<file path="src/sv/rars_pkg.sv">
// Shared types and constants for the range-add / range-sum store.
`default_nettype none

package rars_pkg;

  localparam int MAX_ELEMENTS_DEF = 1024;
  localparam int IDX_W = 10;
  localparam int VAL_W = 32;
  localparam int SUM_W = 64;
  localparam int CFG_W = 11;

  typedef enum logic [3:0] {
    OP_NONE,
    OP_CLR,
    OP_LOAD,
    OP_SETU,
    OP_RD,
    OP_UWR,
    OP_SETQ,
    OP_QACC,
    OP_MLO,
    OP_MHI,
    OP_MFIN,
    OP_OUT
  } dp_op_t;

  typedef struct packed {
    dp_op_t op;
    logic   sel;    // which range endpoint
  } dp_ctl_t;

  typedef struct packed {
    logic empty;
    logic is_sum;
    logic clr_last;
    logic upd_done;
    logic qry_done;
  } dp_sts_t;

endpackage

`default_nettype wire

</file>
<file path="src/sv/rars_ctrl.sv">
// Controller: sequences clearing, Fenwick walks and the product steps.
`default_nettype none

module rars_ctrl (
  input  wire logic              clk,
  input  wire logic              rst_n,
  input  wire logic              start,
  input  wire logic              cfg_we,
  input  wire rars_pkg::dp_sts_t sts,
  output rars_pkg::dp_ctl_t      ctl,
  output logic                   busy
);
  import rars_pkg::*;

  typedef enum logic [3:0] {
    ST_CLEAR, ST_IDLE, ST_CHK, ST_USET, ST_URD, ST_UWR,
    ST_QSET, ST_QRD, ST_QACC, ST_MLO, ST_MHI, ST_MFIN, ST_OUT
  } state_t;

  state_t state_r, state_nxt;
  logic   phase_r, phase_nxt;

  always_comb begin
    state_nxt = state_r;
    phase_nxt = phase_r;
    ctl.op    = OP_NONE;
    ctl.sel   = phase_r;
    unique case (state_r)
      ST_CLEAR: begin
        ctl.op = OP_CLR;
        if (!cfg_we && sts.clr_last) state_nxt = ST_IDLE;
      end
      ST_IDLE: begin
        if (cfg_we) begin
          state_nxt = ST_CLEAR;
        end else if (start) begin
          ctl.op    = OP_LOAD;
          state_nxt = ST_CHK;
        end
      end
      ST_CHK: begin
        phase_nxt = 1'b0;
        if (sts.empty) state_nxt = sts.is_sum ? ST_OUT : ST_IDLE;
        else           state_nxt = sts.is_sum ? ST_QSET : ST_USET;
      end
      ST_USET: begin
        ctl.op    = OP_SETU;
        state_nxt = ST_URD;
      end
      ST_URD: begin
        if (sts.upd_done) begin
          phase_nxt = 1'b1;
          state_nxt = phase_r ? ST_IDLE : ST_USET;
        end else begin
          ctl.op    = OP_RD;
          state_nxt = ST_UWR;
        end
      end
      ST_UWR: begin
        ctl.op    = OP_UWR;
        state_nxt = ST_URD;
      end
      ST_QSET: begin
        ctl.op    = OP_SETQ;
        state_nxt = ST_QRD;
      end
      ST_QRD: begin
        if (sts.qry_done) begin
          state_nxt = ST_MLO;
        end else begin
          ctl.op    = OP_RD;
          state_nxt = ST_QACC;
        end
      end
      ST_QACC: begin
        ctl.op    = OP_QACC;
        state_nxt = ST_QRD;
      end
      ST_MLO: begin
        ctl.op    = OP_MLO;
        state_nxt = ST_MHI;
      end
      ST_MHI: begin
        ctl.op    = OP_MHI;
        state_nxt = ST_MFIN;
      end
      ST_MFIN: begin
        ctl.op    = OP_MFIN;
        phase_nxt = 1'b1;
        state_nxt = phase_r ? ST_OUT : ST_QSET;
      end
      ST_OUT: begin
        ctl.op    = OP_OUT;
        state_nxt = ST_IDLE;
      end
      default: state_nxt = ST_CLEAR;
    endcase
  end

  always_ff @(posedge clk) begin
    if (!rst_n) begin
      state_r <= ST_CLEAR;
      phase_r <= 1'b0;
    end else begin
      state_r <= state_nxt;
      phase_r <= phase_nxt;
    end
  end

  assign busy = (state_r != ST_IDLE);

endmodule

`default_nettype wire

</file>
<file path="config.mk">
export PLATFORM = sky130hd
export DESIGN_NAME = rars_ctrl
export DESIGN_NICKNAME = d
export VERILOG_FILES = /design/src/sv/rars_pkg.sv /design/src/sv/rars_ctrl.sv
export SDC_FILE = /design/constraint.sdc
export NUM_CORES = 1
export LEC_CHECK = 0
export BUFFER_PORTS_ARGS = -buffer_cell sky130_fd_sc_hd__buf_2
export CAP_MARGIN = 25
export CORE_AREA = 2 2 39 41
export CTS_BUF_LIST = sky130_fd_sc_hd__clkbuf_4
export CTS_CLUSTER_DIAMETER = 50
export CTS_CLUSTER_SIZE = 30
export DETAILED_ROUTE_END_ITERATION = 8
export DIE_AREA = 0 0 41 43
export GPL_TIMING_DRIVEN = 0
export PLACE_DENSITY_LB_ADDON = 0.05
export SLEW_MARGIN = 30
export SYNTH_ARGS = -nofsm -noshare
export SYNTH_HDL_FRONTEND = slang
export SYNTH_SLANG_ARGS = --single-unit
</file>
<file path="constraint.sdc">
create_clock -name clk -period 2.1 [get_ports clk]
set_clock_uncertainty 0.1 [all_clocks]
set_input_delay 0 -clock clk [delete_from_list [all_inputs] [get_ports clk]]
set_output_delay 0 -clock clk [all_outputs]
set_load 0.005 [all_outputs]
</file>
# Word-level counts from Yosys, hierarchy flattened
# Cells that the tools add are included.
[word_totals]
wordCells = 44
input_bits = 9
out_inout_bits = 6
register_bits = 5
[classes]
reduce_logical = 8
n_mux = 18
eq_ne = 16
[op_table]
columns = ["operator", "count"]
rows = [
  ["4-bit one-hot mux with 12 select lines", 1],
  ["4-bit one-hot mux with 11 select lines", 1],
  ["4-bit 2-to-1 mux", 6],
  ["4-bit equality test, second input constant", 5],
  ["4-bit by 3-bit equality test with 1-bit output, second input constant", 4],
  ["3-bit 2-to-1 mux", 4],
  ["4-bit by 2-bit equality test with 1-bit output, second input constant", 2],
  ["2-bit 2-to-1 mux", 3],
  ["4-bit by 1-bit equality test with 1-bit output, second input constant", 1],
  ["4-bit zero test", 1],
  ["2-bit != test, second input constant", 2],
  ["4-bit by 1-bit != test with 1-bit output, second input constant", 1],
  ["2-bit AND reduction", 2],
  ["2-bit OR reduction", 2],
  ["3-bit != test, second input constant", 1],
  ["1-bit one-hot mux with 3 select lines", 1],
  ["3-bit nonzero test", 1],
  ["1-bit 2-to-1 mux", 2],
  ["1-bit logical AND", 1],
  ["1-bit zero test", 1],
]

# Longest topological paths before layout
# Gate-level depths: netlist of the first run.
[depth]
depth_word = 4
ltp_mapped = 6
mapped_depth_nobuf = 4

# Worst setup path after synthesis of the first run
# No wires, ideal clock.
[synth_path]
path_kind = "reg2reg"
from = "register state_r[3]"
to = "register state_r[1]"
n_path_buf = 1
t_arrival_ns = 1.061
slack_ns = 0.817
stages_incl_launch_ff = 6
setup_ns = 0.122
synth_period_minus_slack_ns = 1.283
t_required_ns = 1.878
path_cell_list = "dfxtp_1 -> buf_2 -> nor2_2 -> nand2b_4 -> or3_1 -> o311a_1"
[synth_via]
elab_chain_cells = 3
elab_cells_between_ends = 19
classes_between = "14 x eq/ne; 1 x mux; 4 x reduce/logical"
[synth_rtl]
columns = ["item", "line_no", "rtl"]
rows = [
  ["start: declaration", "rars_ctrl.sv:20", "state_t state_r, state_nxt;"],
  ["start signal: assignment", "rars_ctrl.sv:105", "state_r <= state_nxt;"],
  ["4-bit equality test (tied with other cells)", "rars_ctrl.sv:28", "unique case (state_r)"],
  ["2-bit OR reduction (no line) (tied with other cells)", "n/a", ""],
  ["4-bit one-hot mux with 11 select lines or 2-bit AND reduction (tied branches)", "n/a", ""],
]
# Several ways; a longest one is shown, not always the timed one.
# A chain may end at the register's enable or synchronous reset.

==> flow_summary_export.csv, run 1 <==
group,metric,value,unit
run_status,status,"completed",
synthesis,synth_largest_area_cell,"dfxtp_1",
floorplanning,io_pins,15,
synthesis,ys_types,28,
sta,setup_violations,0,
floorplanning,die_area,1763,um2
synthesis,yosysMostFrequentCell,"nor2_1",
cts,clock_latency,0.23,ns
cts,clock_sinks,5,
route,drt_iter0_markers,17,
grt,grt_antenna_before_repair,0,
grt,grt_max_degree,11,
route,routed_via_density,5.325,
floorplanning,chipWidth,41,um
synthesis,syn_area,515.5,um2
synthesis,synth_common_cells,"11 x nor2_1, 9 x o21ai_0, 6 x nand2b_1",
synthesis,synth_flop_cell,"dfxtp_1",
cts,cts_tree,"yes",
synthesis,synth_fa_ha_area_frac,0,
critical_path,path_max_fanout,10,
synthesis,synth_top_family_by_area,"simple AND/OR/NAND/NOR gates",
power_and_ir_drop,power,324.4,uW
finish,stdcell_area,645.6,um2
power_and_ir_drop,combPwrFrac,0.300,
power_and_ir_drop,power.density,502.5,nW/um2
sta,slew_violations,0,
sta,rsz0062_at_grt,"false",
critical_path,cp.arrival,1.48,ns
synthesis,synth_edf_count,0,
min_path,hold_class,"input port to flip-flop",
sta,tns,0,ns
grt,first_global_vias,564,
synthesis,avgSynthCellArea,6.525,um2
power_and_ir_drop,switching_share,0.2922,
critical_path,worstSetupPathType,"flip-flop to output pin",
floorplanning,floorplan.initialDensity,0.3725,
sta,hold_ws,0.04434,ns
cts,cts_setup_buffers,0,
synthesis,ys_seq_elements,5,
sta,period_needed,1.577,ns
critical_path,cp.required,2.00,ns
synthesis,syn_nets,88,
power_and_ir_drop,power_leakage,0.0002870,uW
route,first_pass_iters,4,
power_and_ir_drop,p_switching,94.80,uW
place,routabilityCongestion,0.8286,
synthesis,yosys_warnings,0,
synthesis,synthXorXnorAreaFrac,0.01699,
route,drc,0,
power_and_ir_drop,pwr-share-seq,0.333,
floorplanning,dieHeight,43,um
finish,antenna-diode-count,0,
cts,cts_buffers,3,
grt,grt_pass1_wl,2.228,mm
sta,tightest_slew,0.4054,ns
synthesis,yosys.area_share.simple,0.3811,
flow_run,maxCapViolations,0,
synthesis,synth_compound_area_frac,0.3010,
route,vias,607,
sta,hold_violations,0,
route,ant_nets,0,
grt,grtUsageTotal,0.1804,
route,wl,1.373,mm
critical_path,critPathLaunchType,"flip-flop",
place,placed_area,605.6,um2
sta,relSlewSlack,0.7272,
synthesis,ys_seq_area_frac,0.1942,
finish,area_growth,25.24,%
critical_path,critPathCaptureType,"output pin",
floorplanning,floorplan.rows,14,
place,port_buffers,14,
cts,clk_pin_slew,0.04,ns
power_and_ir_drop,vdd_drop_max,0.0001610,V
grt,overflow,0,
synthesis,ys_top_cells_by_area,"dfxtp_1 19%, o21ai_0 8.7%, nor2_1 8.0%, nand2b_1 7.3%, nand2b_4 5.3%",
power_and_ir_drop,power.clock.fraction,0.367,
finish,final_util,0.4665,
sta,fmax,634.2,MHz
cts,clk_path_buf_depth,2,
route,wl_per_cell,12.04,um
cts,htreeDepth,1,
synthesis,muxShareOfSynthArea,0,
place,dp_hpwl,1.012,mm
synthesis,synthArstFlopShare,0,
sta,post-route-period-util,0.7509,
finish,drive_gt1_frac,0.2755,
floorplanning,coreArea,1384,um2
finish,nNetsFinal,108,
power_and_ir_drop,p_int,229.6,uW
synthesis,synthCells,79,
cts,cts_root_buf,"clkbuf_4",
synthesis,synth_top_area_frac,0.1942,
## registers in the layout, indices dropped and copies added, names as in the netlist
| signal | count |
|---|---|
| state_r | 4 |
| phase_r | 1 |
## worst max-delay path, cell delays in order (launching register included)
cell and delay (ns):
dfxtp_1 0.30, buf_2 0.18, buf_2 0.22, nand2_1 0.12, o32a_1 0.19, o21ai_1 0.11
buf_2 0.12
## kinds of logic after synthesis
kind of cell / Yosys count
AND/OR/NAND/NOR: 36
AO/OA/AOI/OAI: 25
buffers and inverters: 12
flip-flops: 5
XOR/XNOR: 1
## per-layer routing
layer  vias to the layer above  wire length, um  track usage
met5                         -                0            0
met1                       261              604       0.2396
met2                        23              666       0.2719
li1                        319                -            -
met3                         4               83      0.01571
met4                         0               19       0.1000
## power groups by stage
| stage | registers, uW | clock network [uW] | logic [uW] |
|---|---|---|---|
| final | 108 | 119 | 97.2 |
| after global placement | 110 | 0 | 95.5 |
| after global routing | 109 | 129 | 110 |
| after CTS | 108 | 124 | 97.3 |
| after detailed placement | 110 | 0 | 95.0 |
| after floorplan | 107 | 0 | 65.6 |
## stage by stage
stage / setup slack [ns] / instances
final: 0.5232 / 114
after floorplan: 0.8171 / 79
after global placement: 0.6669 / 109
after CTS: 0.5050 / 114
after global routing: 0.3673 / 114
after detailed placement: 0.6994 / 109
## cells in the final DEF (no fill, tap or decap), types with 2 or more instances in the layout
cell,instances
buf_2,19
nor2_1,11
o21ai_0,9
nand2b_1,6
inv_1,5
nand2_1,5
dfxtp_1,5
a21oi_1,4
a31oi_1,4
clkbuf_4,4
nand3_1,3
nand2b_4,2
o21ai_1,2
nor3_1,2
nor3b_1,2
## worst paths after layout
path                   start    endpoint  slack, ns  depth (start not counted)
setup reg to reg  state_r[1]  state_r[1]       0.68                          4
hold reg to reg      phase_r     phase_r       0.48                          2
hold / removal        sts[1]  state_r[2]       0.04                          4
setup / recovery  state_r[1]      ctl[2]       0.52                          6
## area by class of cell
cell class              instances  area (um2)
plain buffers                   7       36.28
clock buffers                   4       30.03
fillers                       152       738.2
inverters                       5       18.77
multi-input cells              62       360.3
flip-flops and latches          5       100.1
well taps                      16       20.02
repair buffers                 15       80.08
## repair_timing
action	in CTS	in global routing
resized for setup	0	0
hold endpoints to repair	4	0
hold buffers	1	0
Note: power is estimated with default switching activity, not from simulation.
==> run 2, diff against run 1 <==
==> constraint.sdc (replaced) <==
create_clock -name clk -period 1.4 [get_ports clk]
set_clock_uncertainty 0.1 [all_clocks]
set_input_delay 0 -clock clk [delete_from_list [all_inputs] [get_ports clk]]
set_output_delay 0 -clock clk [all_outputs]
set_load 0.005 [all_outputs]
==> flow_summary_export.csv, run 2 (synthesized netlist as in run 1, its figures left out) <==
group,metric,value,unit
finish,multi_input_area,362.8,um2
sta,tightest_slew,0.3549,ns
cts,cts_tree,"yes",
finish,mostFrequentLayoutCells,"14 x buf_2, 11 x nor2_1, 8 x o21ai_0",
finish,nNetsFinal,109,
flow_run,maxCapViolations,0,
route,drc,0,
critical_path,r2r-end,"state_r[0]",
power_and_ir_drop,vdd_drop_max,0.0002561,V
place,dp_hpwl,1.012,mm
sta,rsz0062_at_grt,"true",
power_and_ir_drop,switching_share,0.2926,
cts,clk_pin_slew,0.04,ns
cts,clock_latency,0.23,ns
floorplanning,floorplan.initialDensity,0.3725,
power_and_ir_drop,combPwrFrac,0.313,
critical_path,reg2reg_from,"state_r[0]",
route,routed_via_density,5.348,
route,drt_iter0_markers,16,
grt,grt_busiest_layer,"met2",
sta,hold_violations,0,
floorplanning,die_area,1763,um2
grt,grtUsageTotal,0.1814,
floorplanning,floorplan.rows,14,
floorplanning,dieHeight,43,um
power_and_ir_drop,power.density,723.5,nW/um2
finish,drive_gt1_frac,0.3434,
sta,fmax,719.1,MHz
sta,relSlewSlack,0.7612,
grt,grt_antenna_before_repair,0,
cts,cts_buffers,3,
route,wl,1.396,mm
critical_path,cp.arrival,1.29,ns
finish,fillers,148,
place,routabilityCongestion,0.8286,
floorplanning,io_pins,15,
floorplanning,coreArea,1384,um2
floorplanning,chipWidth,41,um
critical_path,crit_path_start,"state_r[0]",
cts,htreeDepth,1,
finish,largest_reg_flops,4,
finish,area_growth,33.98,%
critical_path,critPathLaunchType,"flip-flop",
critical_path,r2r_slack,0.06,ns
route,vias,615,
sta,slew_violations,0,
finish,stdcell_area,690.7,um2
cts,clock_sinks,5,
route,wl_per_cell,12.14,um
min_path,hold_class,"input port to flip-flop",
sta,fin_ws,0.009328,ns
power_and_ir_drop,pwr-share-seq,0.327,
critical_path,worstSetupPathType,"flip-flop to output pin",
power_and_ir_drop,p_switching,146.2,uW
place,post-place-ws,-0.0005906,ns
grt,grt_max_degree,11,
critical_path,cp-endpoint,"ctl[3]",
critical_path,rr_worst_depth,4,
place,port_buffers,14,
critical_path,path_max_fanout,10,
route,first_pass_iters,4,
sta,setup_violations,0,
finish,top_register,"state_r",
grt,grt_pass1_wl,2.235,mm
finish,reg_top3,"state_r x4, phase_r x1",
sta,post-route-period-util,0.9933,
grt,overflow,0,
run_status,status,"completed",
finish,final_common_cell,"buf_2",
finish,register_area,107.6,um2
cts,cts_root_buf,"clkbuf_4",
route,ant_nets,0,
cts,clk_path_buf_depth,2,
power_and_ir_drop,power_leakage,0.0003018,uW
grt,use_met3,0.01571,
place,placed_area,605.6,um2
critical_path,critPathCaptureType,"output pin",
grt,first_global_vias,567,
grt,met2_usage,0.2781,
min_path,hp-start,"sts[1]",
finish,final-instance-count-excl-fill,115,
place,dp.cells,109,
grt,met1_usage,0.2364,
power_and_ir_drop,power.clock.fraction,0.360,
critical_path,cp.required,1.30,ns
finish,antenna-diode-count,0,
sta,period_needed,1.391,ns
power_and_ir_drop,p_int,353.5,uW
[run 2: cell types whose count changed in the layout (fill, tap and decap cells not counted)]
| cell | previous run | this run |
|---|---|---|
| buf_4 | 1 | 5 |
| dfxtp_2 | 0 | 3 |
| clkbuf_1 | 1 | 0 |
| dfxtp_4 | 0 | 1 |
| buf_6 | 0 | 3 |
| dfxtp_1 | 5 | 1 |
| o21ai_0 | 9 | 8 |
| buf_2 | 19 | 14 |
| nand2_2 | 0 | 1 |
| o21ai_1 | 2 | 3 |
| nand2_1 | 5 | 4 |
[run 2: area by class of cell]
type,instances,area share
multi-input combinational,62,0.5254
timing repair buffer,17,0.1377
tap,16,0.02899
buffer,6,0.08152
sequential,5,0.1558
inverter,5,0.02717
clock buffer,4,0.04348
[run 2: power by group through the flow]
| stage | clock network (uW) | registers, uW | logic (uW) |
|---|---|---|---|
| 6_report | 180 | 163 | 156 |
| 3_5_place_dp | 0 | 165 | 142 |
| 2_1_floorplan | 0 | 161 | 98.4 |
| 4_1_cts | 186 | 164 | 156 |
| 3_3_place_gp | 0 | 165 | 143 |
| 5_1_grt | 194 | 164 | 176 |
[run 2: per-stage QoR]
step | power (uW) | setup TNS, ns | utilization | hold WS (ns)
2_1_floorplan | 258.9 | 0 | - | 0.02579
3_3_place_gp | 308.2 | -0.05050 | 0.4376 | 0.1799
3_5_place_dp | 307.1 | -0.0005906 | 0.4376 | 0.1773
4_1_cts | 506.7 | 0 | 0.5000 | 0.02345
5_1_grt | 533.9 | -0.1041 | 0.4991 | 0.06632
6_report | 499.7 | 0 | 0.4991 | 0.03050
[run 2: worst min-delay path by stage]
stage	to	slack, ns	cells after the start
floorplan	state_r[0]	0.03	1
detailed placement	state_r[0]	0.18	2
CTS	state_r[2]	0.02	4
finish	state_r[2]	0.03	4
global route	state_r[1]	0.07	3
global placement	state_r[0]	0.18	2
[run 2: worst max-delay path, cell delays in order, from the launching register on]
cell	delay [ns]
dfxtp_2	0.35
buf_4	0.18
nor2_1	0.17
nand3_1	0.13
o21ai_0	0.09
buf_2	0.13
[run 2: timing repair]
item / in CTS / in global routing
buffers inserted: 2 / 0
pin swaps: 0 / 0
hold endpoints to repair: 4 / 0
resized for setup: 14 / 3
endpoints found under the setup margin: 5 / 5
hold buffers: 1 / 0
[run 2: routing by layer]
metal	routed length [um]	vias to the layer above
li1	-	320
met1	607	272
met2	690	21
met3	85	2
met4	12	0
met5	0	-
